**config.mk**
```make
export PLATFORM = sky130hd
export DESIGN_NAME = signal_meter_peak_hold_unit
export DESIGN_NICKNAME = d
export VERILOG_FILES = /design/src/rtl/shm_pkg.sv /design/src/rtl/shm_avg.sv /design/src/rtl/shm_hold.sv /design/src/rtl/shm_out.sv /design/src/rtl/signal_meter_peak_hold_unit.sv
export VERILOG_INCLUDE_DIRS = /design/src /design/src/rtl
export SDC_FILE = /design/constraint.sdc
export NUM_CORES = 1
export LEC_CHECK = 0
export ABC_AREA = 1
export BUFFER_PORTS_ARGS = -buffer_cell sky130_fd_sc_hd__clkbuf_2
export CORE_UTILIZATION = 40
export DETAILED_ROUTE_END_ITERATION = 10
export GPL_TIMING_DRIVEN = 0
export PLACE_DENSITY = 0.59
export SLEW_MARGIN = 20
export SYNTH_ARGS = -nofsm -noshare
export SYNTH_HDL_FRONTEND = slang
export SYNTH_HIERARCHICAL = 1
export SYNTH_SLANG_ARGS = --single-unit
```
**constraint.sdc**
```tcl
create_clock -name clk -period 16.7 [get_ports clk]
set_input_delay 0.835 -clock clk [delete_from_list [all_inputs] [get_ports clk]]
set_output_delay 0.835 -clock clk [all_outputs]
set_load 0.05 [all_outputs]
```
**src/rtl/signal_meter_peak_hold_unit_assert.svh**
```systemverilog
// assertion macros shared by the level meter rtl
`ifndef SIGNAL_METER_PEAK_HOLD_UNIT_ASSERT_SVH
`define SIGNAL_METER_PEAK_HOLD_UNIT_ASSERT_SVH

// same-cycle implication, checked outside reset
`define SHM_ASSERT_NOW(lbl, ante, cons, msg) \
  lbl: assert property (@(posedge clk) disable iff (!rst_n) (ante) |-> (cons)) \
    else $error(msg);

// next-cycle implication, checked outside reset
`define SHM_ASSERT_NEXT(lbl, ante, cons, msg) \
  lbl: assert property (@(posedge clk) disable iff (!rst_n) (ante) |=> (cons)) \
    else $error(msg);

`endif

```
**src/rtl/shm_pkg.sv**
```systemverilog
// shared types and constants of the peak-hold level meter
package shm_pkg;

  // field widths
  localparam int BIN_W      = 13;
  localparam int LEVEL_W    = 12;
  localparam int HDB_W      = 9;
  localparam int SU_W       = 4;
  localparam int HOLD_W     = 16;
  localparam int DECAY_W    = 8;
  localparam int CFG_IDX_W  = 2;
  localparam int CFG_DATA_W = 16;
  localparam int NUM_W      = 30;

  // default averaging depth in frames
  localparam int AVG_DEPTH_DEF = 5;

  typedef logic signed [BIN_W-1:0] db_t;
  typedef logic [LEVEL_W-1:0]      level_t;

  // register indexes
  localparam logic [CFG_IDX_W-1:0] REG_HOLD_FRAMES = 2'd0;
  localparam logic [CFG_IDX_W-1:0] REG_DECAY_STEP  = 2'd1;

  // register reset values
  localparam logic [HOLD_W-1:0]  HOLD_RST  = 16'd240;
  localparam logic [DECAY_W-1:0] DECAY_RST = 8'd5;

  // levels and limits
  localparam db_t    PEAK_MIN  = 13'sh1000;
  localparam db_t    DB_FLOOR  = -13'sd2024;
  localparam level_t LEVEL_MAX = 12'd3840;
  localparam level_t LEVEL_S9  = 12'd2304;
  localparam logic [SU_W-1:0] SU_MAX = 4'd10;

  // fixed-point coefficients of the dB to level map and its inverse
  localparam logic signed [31:0] LVL_GAIN = 32'sd162529;
  localparam logic signed [31:0] LVL_OFS  = 32'sd332474089;
  localparam logic [22:0]        HDB_GAIN = 23'd1658;
  localparam logic signed [24:0] HDB_OFS  = 25'sd8413577;
  localparam logic [27:0]        SU_GAIN  = 28'd65784;
  localparam logic signed [28:0] SU_OFS   = 29'sd1376655;

  // live configuration
  typedef struct packed {
    logic [HOLD_W-1:0]  hold_frames;
    logic [DECAY_W-1:0] decay_step;
  } shm_cfg_t;

  // instant and held level of one frame
  typedef struct packed {
    level_t now;
    level_t held;
  } shm_lvl_t;

  // one result, first field in the highest bits
  typedef struct packed {
    logic                    over_s9;
    logic [SU_W-1:0]         s_unit;
    logic signed [HDB_W-1:0] held_db;
    level_t                  level_held;
    level_t                  level_now;
  } shm_res_t;

endpackage

```
**src/rtl/shm_avg.sv**
```systemverilog
// frame peak tracking, moving average over frames and clamped average dB
`include "signal_meter_peak_hold_unit_assert.svh"

module shm_avg #(
  parameter int AVG_DEPTH = shm_pkg::AVG_DEPTH_DEF
) (
  input  logic        clk,
  input  logic        rst_n,
  input  logic        in_valid,
  output logic        in_ready,
  input  shm_pkg::db_t in_bin,
  input  logic        in_bin_valid,
  input  logic        in_last,
  output logic        out_valid,
  input  logic        out_ready,
  output shm_pkg::db_t out_db
);
  import shm_pkg::*;

  // running sum is kept with every entry offset by half range, so it stays unsigned
  localparam int U_W = BIN_W + $clog2(AVG_DEPTH + 1);
  localparam int L_W = $clog2(AVG_DEPTH);
  localparam int SH  = U_W + L_W;
  localparam int M_W = U_W + 1;
  localparam int P_W = U_W + M_W;
  localparam longint unsigned RECIP = ((64'd1 << SH) + AVG_DEPTH - 1) / AVG_DEPTH;
  localparam logic [BIN_W-1:0] HIST_RST = {1'b1, {(BIN_W-1){1'b0}}};
  localparam logic [U_W-1:0]   U_RST    = U_W'(AVG_DEPTH << (BIN_W - 1));

  // input stage
  logic       v0_r;
  db_t        bin0_r;
  logic       bv0_r;
  logic       last0_r;

  // frame state
  db_t        peak_r;
  logic       any_r;
  logic [BIN_W-1:0] hist_r [AVG_DEPTH];
  logic [U_W-1:0]   u_r;

  // average pipeline
  logic           v1_r, v2_r, v3_r;
  logic           empty1_r, empty2_r;
  logic [U_W-1:0] u1_r;
  logic [P_W-1:0] prod2_r;
  db_t            db3_r;

  logic rdy1, rdy2, rdy3, mv0, close, push, hit, any_upd;
  db_t  peak_upd;
  logic [BIN_W-1:0] peak_off, quo;
  logic [U_W-1:0]   u_nxt;
  db_t  dq, db_c;

  // stall chain, only closing transactions go past the input stage
  assign rdy3     = !v3_r || out_ready;
  assign rdy2     = !v2_r || rdy3;
  assign rdy1     = !v1_r || rdy2;
  assign mv0      = v0_r && (!last0_r || rdy1);
  assign in_ready = !v0_r || mv0;

  // peak of the frame including the bin in the input stage
  assign hit      = bv0_r && (!any_r || (bin0_r > peak_r));
  assign peak_upd = hit ? bin0_r : peak_r;
  assign any_upd  = any_r || bv0_r;
  assign close    = mv0 && last0_r;
  assign push     = close && any_upd;

  // running sum swaps the oldest entry for the new peak
  assign peak_off = {~peak_upd[BIN_W-1], peak_upd[BIN_W-2:0]};
  assign u_nxt    = u_r + U_W'(peak_off) - U_W'(hist_r[AVG_DEPTH-1]);

  // floor division by reciprocal, then back to signed dB and clamp; a frame with no valid bin gives 0
  assign quo  = prod2_r[SH +: BIN_W];
  assign dq   = {~quo[BIN_W-1], quo[BIN_W-2:0]};
  assign db_c = empty2_r ? db_t'(0) : ((dq < DB_FLOOR) ? DB_FLOOR : dq);

  // control registers
  always_ff @(posedge clk) begin
    if (!rst_n) begin
      v0_r   <= 1'b0;
      v1_r   <= 1'b0;
      v2_r   <= 1'b0;
      v3_r   <= 1'b0;
      peak_r <= PEAK_MIN;
      any_r  <= 1'b0;
      u_r    <= U_RST;
      for (int i = 0; i < AVG_DEPTH; i++) hist_r[i] <= HIST_RST;
    end else begin
      if (in_ready) v0_r <= in_valid;
      if (rdy1) v1_r <= close;
      if (rdy2) v2_r <= v1_r;
      if (rdy3) v3_r <= v2_r;
      if (mv0) begin
        if (last0_r) begin
          peak_r <= PEAK_MIN;
          any_r  <= 1'b0;
        end else begin
          peak_r <= peak_upd;
          any_r  <= any_upd;
        end
      end
      if (push) begin
        u_r       <= u_nxt;
        hist_r[0] <= peak_off;
        for (int i = 1; i < AVG_DEPTH; i++) hist_r[i] <= hist_r[i-1];
      end
    end
  end

  // payload registers
  always_ff @(posedge clk) begin
    if (in_ready) begin
      bin0_r  <= in_bin;
      bv0_r   <= in_bin_valid;
      last0_r <= in_last;
    end
    if (rdy1) begin
      empty1_r <= !any_upd;
      u1_r     <= u_nxt;
    end
    if (rdy2) begin
      empty2_r <= empty1_r;
      prod2_r  <= P_W'(u1_r) * P_W'(RECIP);
    end
    if (rdy3) db3_r <= db_c;
  end

  assign out_valid = v3_r;
  assign out_db    = db3_r;

  // checks
  `SHM_ASSERT_NOW(a_peak_idle, !any_r, peak_r == PEAK_MIN, "frame peak not at floor with no bin")
  `SHM_ASSERT_NOW(a_db_floor, v3_r, db3_r >= DB_FLOOR, "average dB below floor")

endmodule

```
**src/rtl/shm_hold.sv**
```systemverilog
// dB to meter level mapping and peak-hold with timed decay
`include "signal_meter_peak_hold_unit_assert.svh"

module shm_hold (
  input  logic              clk,
  input  logic              rst_n,
  input  logic              in_valid,
  output logic              in_ready,
  input  shm_pkg::db_t      in_db,
  input  shm_pkg::shm_cfg_t cfg,
  output logic              out_valid,
  input  logic              out_ready,
  output shm_pkg::shm_lvl_t out_lvl
);
  import shm_pkg::*;

  logic             v4_r, v5_r;
  logic [NUM_W-1:0] n4_r;
  shm_lvl_t         lvl5_r;
  level_t           held_r;
  logic [HOLD_W-1:0] cnt_r;

  logic              rdy4, rdy5, mv4, dec_go, follow;
  logic signed [31:0] db_ext, n_c;
  logic [30:0]       rnd;
  logic [14:0]       q;
  level_t            now_c, base, held_nxt;
  logic [HOLD_W-1:0] cnt_nxt;

  // stall chain
  assign rdy5     = !v5_r || out_ready;
  assign rdy4     = !v4_r || rdy5;
  assign mv4      = v4_r && rdy5;
  assign in_ready = rdy4;

  // linear map in Q.16, never negative above the dB floor
  assign db_ext = 32'(in_db);
  assign n_c    = db_ext * LVL_GAIN + LVL_OFS;

  // round to Q.8 and saturate at full scale
  assign rnd   = {1'b0, n4_r} + 31'd32768;
  assign q     = rnd[30:16];
  assign now_c = (q > {3'b000, LEVEL_MAX}) ? LEVEL_MAX : q[LEVEL_W-1:0];

  // decay once the hold has run out, rises follow at once
  assign dec_go = cnt_r >= cfg.hold_frames;
  assign base   = !dec_go ? held_r :
                  ((held_r > LEVEL_W'(cfg.decay_step)) ?
                   held_r - LEVEL_W'(cfg.decay_step) : '0);
  assign follow   = base <= now_c;
  assign held_nxt = follow ? now_c : base;
  assign cnt_nxt  = follow ? '0 : ((&cnt_r) ? cnt_r : cnt_r + 1'b1);

  // control and hold state
  always_ff @(posedge clk) begin
    if (!rst_n) begin
      v4_r   <= 1'b0;
      v5_r   <= 1'b0;
      held_r <= '0;
      cnt_r  <= '0;
    end else begin
      if (rdy4) v4_r <= in_valid;
      if (rdy5) v5_r <= v4_r;
      if (mv4) begin
        held_r <= held_nxt;
        cnt_r  <= cnt_nxt;
      end
    end
  end

  // payload registers
  always_ff @(posedge clk) begin
    if (rdy4) n4_r <= n_c[31] ? '0 : n_c[NUM_W-1:0];
    if (rdy5) begin
      lvl5_r.now  <= now_c;
      lvl5_r.held <= held_nxt;
    end
  end

  assign out_valid = v5_r;
  assign out_lvl   = lvl5_r;

  // checks
  `SHM_ASSERT_NOW(a_held_moves, $past(rst_n) && !$stable(held_r), $past(mv4), "held level changed without a frame")
  `SHM_ASSERT_NEXT(a_held_over_now, mv4, v5_r && (lvl5_r.held >= lvl5_r.now), "held level below instant level")

endmodule

```
**src/rtl/shm_out.sv**
```systemverilog
// held level to integer dB, S-unit code and over-S9 flag, result register
`include "signal_meter_peak_hold_unit_assert.svh"

module shm_out (
  input  logic              clk,
  input  logic              rst_n,
  input  logic              in_valid,
  output logic              in_ready,
  input  shm_pkg::shm_lvl_t in_lvl,
  output logic              out_valid,
  input  logic              out_ready,
  output shm_pkg::shm_res_t out_res
);
  import shm_pkg::*;

  logic        v6_r, v7_r;
  shm_lvl_t    lvl6_r;
  logic [22:0] xp6_r;
  logic [27:0] yp6_r;
  shm_res_t    res7_r;

  logic               rdy6, rdy7;
  logic signed [24:0] x;
  logic [24:0]        mag;
  logic [HDB_W-1:0]   xsh;
  logic signed [28:0] y;
  logic [SU_W-1:0]    su_c;

  // stall chain
  assign rdy7     = !v7_r || out_ready;
  assign rdy6     = !v6_r || rdy7;
  assign in_ready = rdy6;

  // dB of held level, truncated toward zero
  assign x   = $signed({2'b00, xp6_r}) - HDB_OFS;
  assign mag = x[24] ? 25'(-x) : 25'(x);
  assign xsh = mag[24:16];

  // S-unit code, floored and saturated
  assign y    = $signed({1'b0, yp6_r}) - SU_OFS;
  assign su_c = y[28] ? '0 : ((y[28:24] > {1'b0, SU_MAX}) ? SU_MAX : y[27:24]);

  // control registers
  always_ff @(posedge clk) begin
    if (!rst_n) begin
      v6_r <= 1'b0;
      v7_r <= 1'b0;
    end else begin
      if (rdy6) v6_r <= in_valid;
      if (rdy7) v7_r <= v6_r;
    end
  end

  // payload registers
  always_ff @(posedge clk) begin
    if (rdy6) begin
      lvl6_r <= in_lvl;
      xp6_r  <= 23'(in_lvl.held) * HDB_GAIN;
      yp6_r  <= 28'(in_lvl.held) * SU_GAIN;
    end
    if (rdy7) begin
      res7_r.level_now  <= lvl6_r.now;
      res7_r.level_held <= lvl6_r.held;
      res7_r.held_db    <= x[24] ? $signed(HDB_W'(-xsh)) : $signed(xsh);
      res7_r.s_unit     <= su_c;
      res7_r.over_s9    <= lvl6_r.held > LEVEL_S9;
    end
  end

  assign out_valid = v7_r;
  assign out_res   = res7_r;

  // checks
  `SHM_ASSERT_NOW(a_over_s_unit, v7_r && res7_r.over_s9, res7_r.s_unit >= 4'd8, "over-S9 with low S-unit code")

endmodule

```
**src/rtl/signal_meter_peak_hold_unit.sv**
```systemverilog
// top level of the peak-hold signal level meter
//
//  channel | direction | handshake            | contents
//  in_     | slave     | in_tvalid/in_tready  | tdata bin_db, tuser bin_valid, tlast last_bin
//  out_    | master    | out_tvalid/out_tready| tdata one result per closed frame
//  cfg_    | slave     | cfg_valid/cfg_ready  | cfg_index, cfg_data register write
//
// one bin transaction is taken every cycle while in_tready is high; the per-bin work is a
// compare in the input stage, and a frame result passes each stage below on its way to out_
// the eight stages are input, sum, reciprocal multiply, clamp, level map, hold, dB/S map, result
// rst_n is synchronous and active low; it restores the register defaults and clears the valid, frame and hold state
// only closing bins travel past the input stage, so a stalled result holds back bins of
// a later frame only once seven frame results wait and another closing bin arrives
module signal_meter_peak_hold_unit #(
  parameter int AVG_DEPTH = shm_pkg::AVG_DEPTH_DEF
) (
  input  logic                            clk,
  input  logic                            rst_n,
  input  logic                            in_tvalid,
  output logic                            in_tready,
  input  logic [15:0]                     in_tdata,   // [12:0] bin_db
  input  logic                            in_tuser,   // [0] bin_valid
  input  logic                            in_tlast,
  output logic                            out_tvalid,
  input  logic                            out_tready,
  output logic [39:0]                     out_tdata,  // [11:0] level_now, [23:12] level_held,
                                                      // [32:24] held_db, [36:33] s_unit,
                                                      // [37] over_s9
  input  logic                            cfg_valid,
  output logic                            cfg_ready,
  input  logic [shm_pkg::CFG_IDX_W-1:0]   cfg_index,
  input  logic [shm_pkg::CFG_DATA_W-1:0]  cfg_data
);
  import shm_pkg::*;

  shm_cfg_t cfg_r;
  logic     avg_valid, avg_ready, lvl_valid, lvl_ready;
  db_t      avg_db;
  shm_lvl_t lvl;
  shm_res_t res;

  // configuration writes, unknown indexes are dropped
  assign cfg_ready = 1'b1;

  always_ff @(posedge clk) begin
    if (!rst_n) begin
      cfg_r.hold_frames <= HOLD_RST;
      cfg_r.decay_step  <= DECAY_RST;
    end else if (cfg_valid) begin
      unique case (cfg_index)
        REG_HOLD_FRAMES: cfg_r.hold_frames <= cfg_data[HOLD_W-1:0];
        REG_DECAY_STEP:  cfg_r.decay_step  <= cfg_data[DECAY_W-1:0];
        default: ;
      endcase
    end
  end

  // frame peak and average
  shm_avg #(
    .AVG_DEPTH (AVG_DEPTH)
  ) u_avg (
    .clk          (clk),
    .rst_n        (rst_n),
    .in_valid     (in_tvalid),
    .in_ready     (in_tready),
    .in_bin       (in_tdata[BIN_W-1:0]),
    .in_bin_valid (in_tuser),
    .in_last      (in_tlast),
    .out_valid    (avg_valid),
    .out_ready    (avg_ready),
    .out_db       (avg_db)
  );

  // level map and peak hold
  shm_hold u_hold (
    .clk       (clk),
    .rst_n     (rst_n),
    .in_valid  (avg_valid),
    .in_ready  (avg_ready),
    .in_db     (avg_db),
    .cfg       (cfg_r),
    .out_valid (lvl_valid),
    .out_ready (lvl_ready),
    .out_lvl   (lvl)
  );

  // readouts and result register
  shm_out u_out (
    .clk       (clk),
    .rst_n     (rst_n),
    .in_valid  (lvl_valid),
    .in_ready  (lvl_ready),
    .in_lvl    (lvl),
    .out_valid (out_tvalid),
    .out_ready (out_tready),
    .out_res   (res)
  );

  assign out_tdata = {2'b00, res};

endmodule
```
Yosys cells after proc, flatten, opt, wreduce, memory -nomap -nowiden. Memory sizes are Yosys's and may differ from the RTL's. Index checks and enable logic that the tools add are counted.

ROM bits: 0. Memories kept: 1. Input bits: 41. Memory bits (writable): 65. Latch bits: 0. Word-level logic and storage cells: 125. Register bits: 330. Output and inout port bits: 43.

Magnitude comparators: 8. Add/sub/neg operators: 10. Divide/modulo/power cells: 0. Equal/unequal tests: 2. Reductions and logical operators: 34. Shifts and indexed selects: 0. Multiply operators: 4. Bitwise operators: 7. Mux-type cells: 22.

Memory list: u_avg.hist_r (words 5, width 13, read ports 5, clocked after memory_dff 0, write ports 5, line shm_avg.sv:39) `logic [BIN_W-1:0] hist_r [AVG_DEPTH];`.

Operators with widths (number): $mux 13 (8); $mux 12 (4); $add 32x30->32 const B (1); $mul 13x19->32 const B (1); $mux 16 (2); $add 30x16->31 const B (1); $mul 16x16->31 const B (1); $sub 28x21->29 const B (1); $mul 12x14->25 const B (1); $mux 25 (1); $neg 25->25 (1); $sub 23x24->25 const B (1); $mul 12x10->22 const B (1); $add 16x1->16 const B (1); $add 16x13->16 (1); $ge 16x16->1 (1); $reduce_and 16->1 (1); $sub 16x13->16 (1); $gt 15x12->1 const B (1); $gt 13x13->1 (1); $lt 13x12->1 const B (1); $gt 12x12->1 const B (1); $gt 12x8->1 (1); $le 12x12->1 (1); 16 further kinds (52).

Longest topological paths before layout.
Depth after elaboration: 16. Gate-level depth with buffers: 31. Gate-level depth less buffers: 30.

Modules after synthesis. Netlist, hierarchy kept.

Modules (own cells, without submodules): shm_avg (instances 1, area an instance 12075.3 µm², cells an instance 1283); shm_hold (instances 1, area an instance 9666.8 µm², cells an instance 1285); shm_out (instances 1, area an instance 8680.8 µm², cells an instance 852); signal_meter_peak_hold_unit (instances 1, area an instance 1037.2 µm², cells an instance 150).

Worst setup path before layout. No wires, ideal clock.

Path kind: input to register. Start point: input port out_tready. End point: memory u_avg.hist_r[0][0], enable pin. Slack: 10.635 ns. Data arrival time: 5.669 ns. Stages: 15. Path through: inv_1 nand3_1 inv_1 nand3_1 inv_1 nand2_1 nor2_2 nand2_1 nor2_1 nor2_1 nand2_1 nor2_2 inv_1 nand2_1 buf_2.

RTL lines: start, declared (line signal_meter_peak_hold_unit.sv:25) `input logic out_tready,`; end, declared (line shm_avg.sv:39).

Worst setup path after layout.
Start point: register u_avg.db3_r[10] (netlist: u_avg/out_db[10]). End point: register u_hold.n4_r[18], data pin.

Longest elaborated chain between the ends: 2.

Ends and longest elaborated chain: start, declared (line shm_avg.sv:47) `db_t db3_r;`; start signal, assigned (line shm_avg.sv:126) `if (rdy3) db3_r <= db_c;`; $mul 13x19->32 (line shm_hold.sv:38) `assign n_c = db_ext * LVL_GAIN + LVL_OFS;`; $add 32x30->32 (line shm_hold.sv:38); end signal, assigned (line shm_hold.sv:73) `if (rdy4) n4_r <= n_c[31] ? '0 : n_c[NUM_W-1:0];`; end, declared (line shm_hold.sv:18) `logic [NUM_W-1:0] n4_r;`.

Every way passes these cells. A chain may end at the register's enable or synchronous reset.

==> results.cfg <==
[global_routing]
grt_pass1_wl_um = 111000
number_of_global_route_vias_before_repair = 22200
globalRouteTotalUtil = 0.174
antenna_found_initial = 0
globalRouteOverflowTotal = 0
grt_start_max_net_pins = 51

[placed_design]
port-buffer-count = 77
gp_congestion = 0.867
dp_hpwl_um = 55500
place.detailed.instances = 4691

[hold_path]
min_path_cells = 0
hold_path_startpoint = u_out/lvl6_r[16]
worst_hold_path.endpoint = u_out/out_res[4]
worst_hold_path_type = flop to flop

[floorplan]
die_w_um = 282
placeableCoreArea_um2 = 77600
starting_density_of_the_core = 0.405
die_y_um = 282
fp.dieArea_um2 = 79800
number_of_top_level_pins = 84
rows = 102

[synth]
synth_cell_type_count = 55
syn_area_um2 = 31500
ys.warnings.count = 6
number_of_flops_mapped_to_enable_cells_by_yosys = 269
synth.avg_cell_area_um2 = 8.81
post_synth_inst_count = 3570
synth_seq_area_share = 0.314
ys.flop_type = edfxtp_1
synth-async-reset-ratio = 0
yosys_register_bits = 359

[run]
drv_cap = 0

[outcome]
outcome = completed

[sta]
grt_setup_unrepaired = false
setup_skew_ps = 13.5
achievable-frequency_mhz = 170
worst_slew_margin_rel = 0.453
fin_tns_setup_ps = 0
worst_hold_slack_ps = 416
report.final.hold_viol_count = 0
finalCriticalPeriod_ps = 5880
min_period_over_period = 0.352
report.final.slew_viol_count = 0
worst-slew-pin-transition_ps = 819
finalSetupViolCount = 0

[critical_path]
end_kind = flop
r2r.worst_path.cells = 22
cp_max_fo = 10
arrival_ps = 6200
r2r-start = u_avg/out_db[10]
critical_path_required_ps = 17030
r2r_setup_slack_ps = 10820
critical_path_class = flop to flop
worstReg2RegEnd = u_hold/n4_r[18]
setup.worst_path.start_class = flop

[cells_and_area]
syn2layout_area_growth_pct = 10.0
most-common-layout-cells = 833 x inv_1, 566 x nand2_1, 430 x ha_1
fin_nets = 4398
layout-drive-gt1-share = 0.0711
antenna-diode-count = 0
final_cell_count_no_fill = 4767
layout_commonest_cell = inv_1

[cts]
numClockSinks = 359
clk-insertion-delay-late_ps = 580
clk_pin_slew_ps = 60
postCtsSetupBuffers = 0
ctsResizeCount = 0
cts-root-to-sink-buffers = 3
clock_tree.htree_level_count = 2
cts_made_buffers = 42
tritoncts_clock_tree = done
root_buffer = clkbuf_16
post_cts_hold_buffer_count = 0

[routing]
detail_route.drc_violations = 0
iteration_0_drc_markers = 1213
vias_per_cell = 4.74
detail_route.wl_per_cell_um = 14.1
final_antenna_net_count = 0
finalWirelength_um = 67400
drt_first_pass_iters = 5
vias = 22600
-- state kept, by name (all words and copies together) (netlist names), 15 cells and up --
name and count:
u_out/yp6_r 24, u_out/out_res 38, u_avg/hist_r 65, u_hold/n4_r 15, u_out/xp6_r 20, u_hold/out_lvl 24, u_avg/u_r 16, u_hold/cnt_r 16
u_avg/u1_r 16, cfg_r 24, u_out/lvl6_r 24
-- worst max-delay path by stage --
stage                     start                   to  slack [ps]  cells after the start
2_1_floorplan        out_tready   u_avg/hist_r[0][0]       10630                     15
3_3_place_gp         out_tready  u_avg/hist_r[0][20]        8340                     16
3_5_place_dp   u_avg/out_db[10]      u_hold/n4_r[18]       10840                     22
4_1_cts        u_avg/out_db[10]      u_hold/n4_r[16]       10820                     22
5_1_grt        u_avg/out_db[10]      u_hold/n4_r[16]       10480                     23
6_report       u_avg/out_db[10]      u_hold/n4_r[18]       10820                     22
-- area by class of cell --
type                       count  area (um^2)
clock buffer                  51         1100
inverter                     843         3170
timing repair buffer          80          453
fill                        7693        43000
clock inverter                25          272
sequential                   359         9880
buffer                        42          239
multi-input combinational   2327        18200
tap                         1040         1300
-- cells in the mapped netlist, types with 27 or more instances --
cell	instances	share of area
nor3_1	33	0.0052
nand4_1	57	0.011
nand3_1	169	0.027
a21oi_1	180	0.029
edfxtp_1	269	0.26
dfxtp_1	90	0.057
xor2_1	77	0.021
o21ai_0	71	0.011
ha_1	430	0.17
nor2_1	290	0.035
fa_1	232	0.15
xnor2_1	27	0.0075
inv_1	833	0.099
nand2_2	34	0.0068
nand2_1	568	0.068
-- stage by stage --
step | area [um^2] | utilization | setup slack [ps]
global route | 34600 | 0.446 | 10480
CTS | 34600 | 0.446 | 10820
global placement | 33200 | 0.427 | 8340
finish | 34600 | 0.446 | 10820
detailed placement | 33200 | 0.428 | 10840
floorplan | 31500 | - | 10630
-- worst max-delay path, stage by stage, from the launching register on --
cell and delay [ps]:
edfxtp_1 760, inv_1 220, ha_1 330, inv_1 100, fa_1 450, fa_1 560
fa_1 550, inv_1 60, fa_1 540, inv_1 50, ha_1 280, ha_1 380
nand2_1 100, nand2_1 90, a31oi_1 300, nor2_1 100, nor2_2 150, nor2_1 70
nor2_2 120, nand3_1 100, nand2_2 130, buf_6 150, nor2_1 50
-- metal layers --
layer  vias to the layer above  global-route usage  part of all wire
met2                       326               0.295              0.47
met5                         -                   0                 0
met3                        77              0.0217             0.036
met4                         0              0.0376             0.017
li1                      11600                   -                 -
met1                     10600               0.235              0.47
-- cell families after synthesis --
logic type | share of synthesized area
AOI/OAI and AO/OA | 0.0626
xor gates and xnor gates | 0.0290
adders and majority gates | 0.319
buffers and inverters | 0.108
DFF | 0.314
other | 0.000239
and+or+nand+nor | 0.167
Power is not shown: default switching activity piles up to over one toggle a cycle in this logic, so the estimate is an artifact.
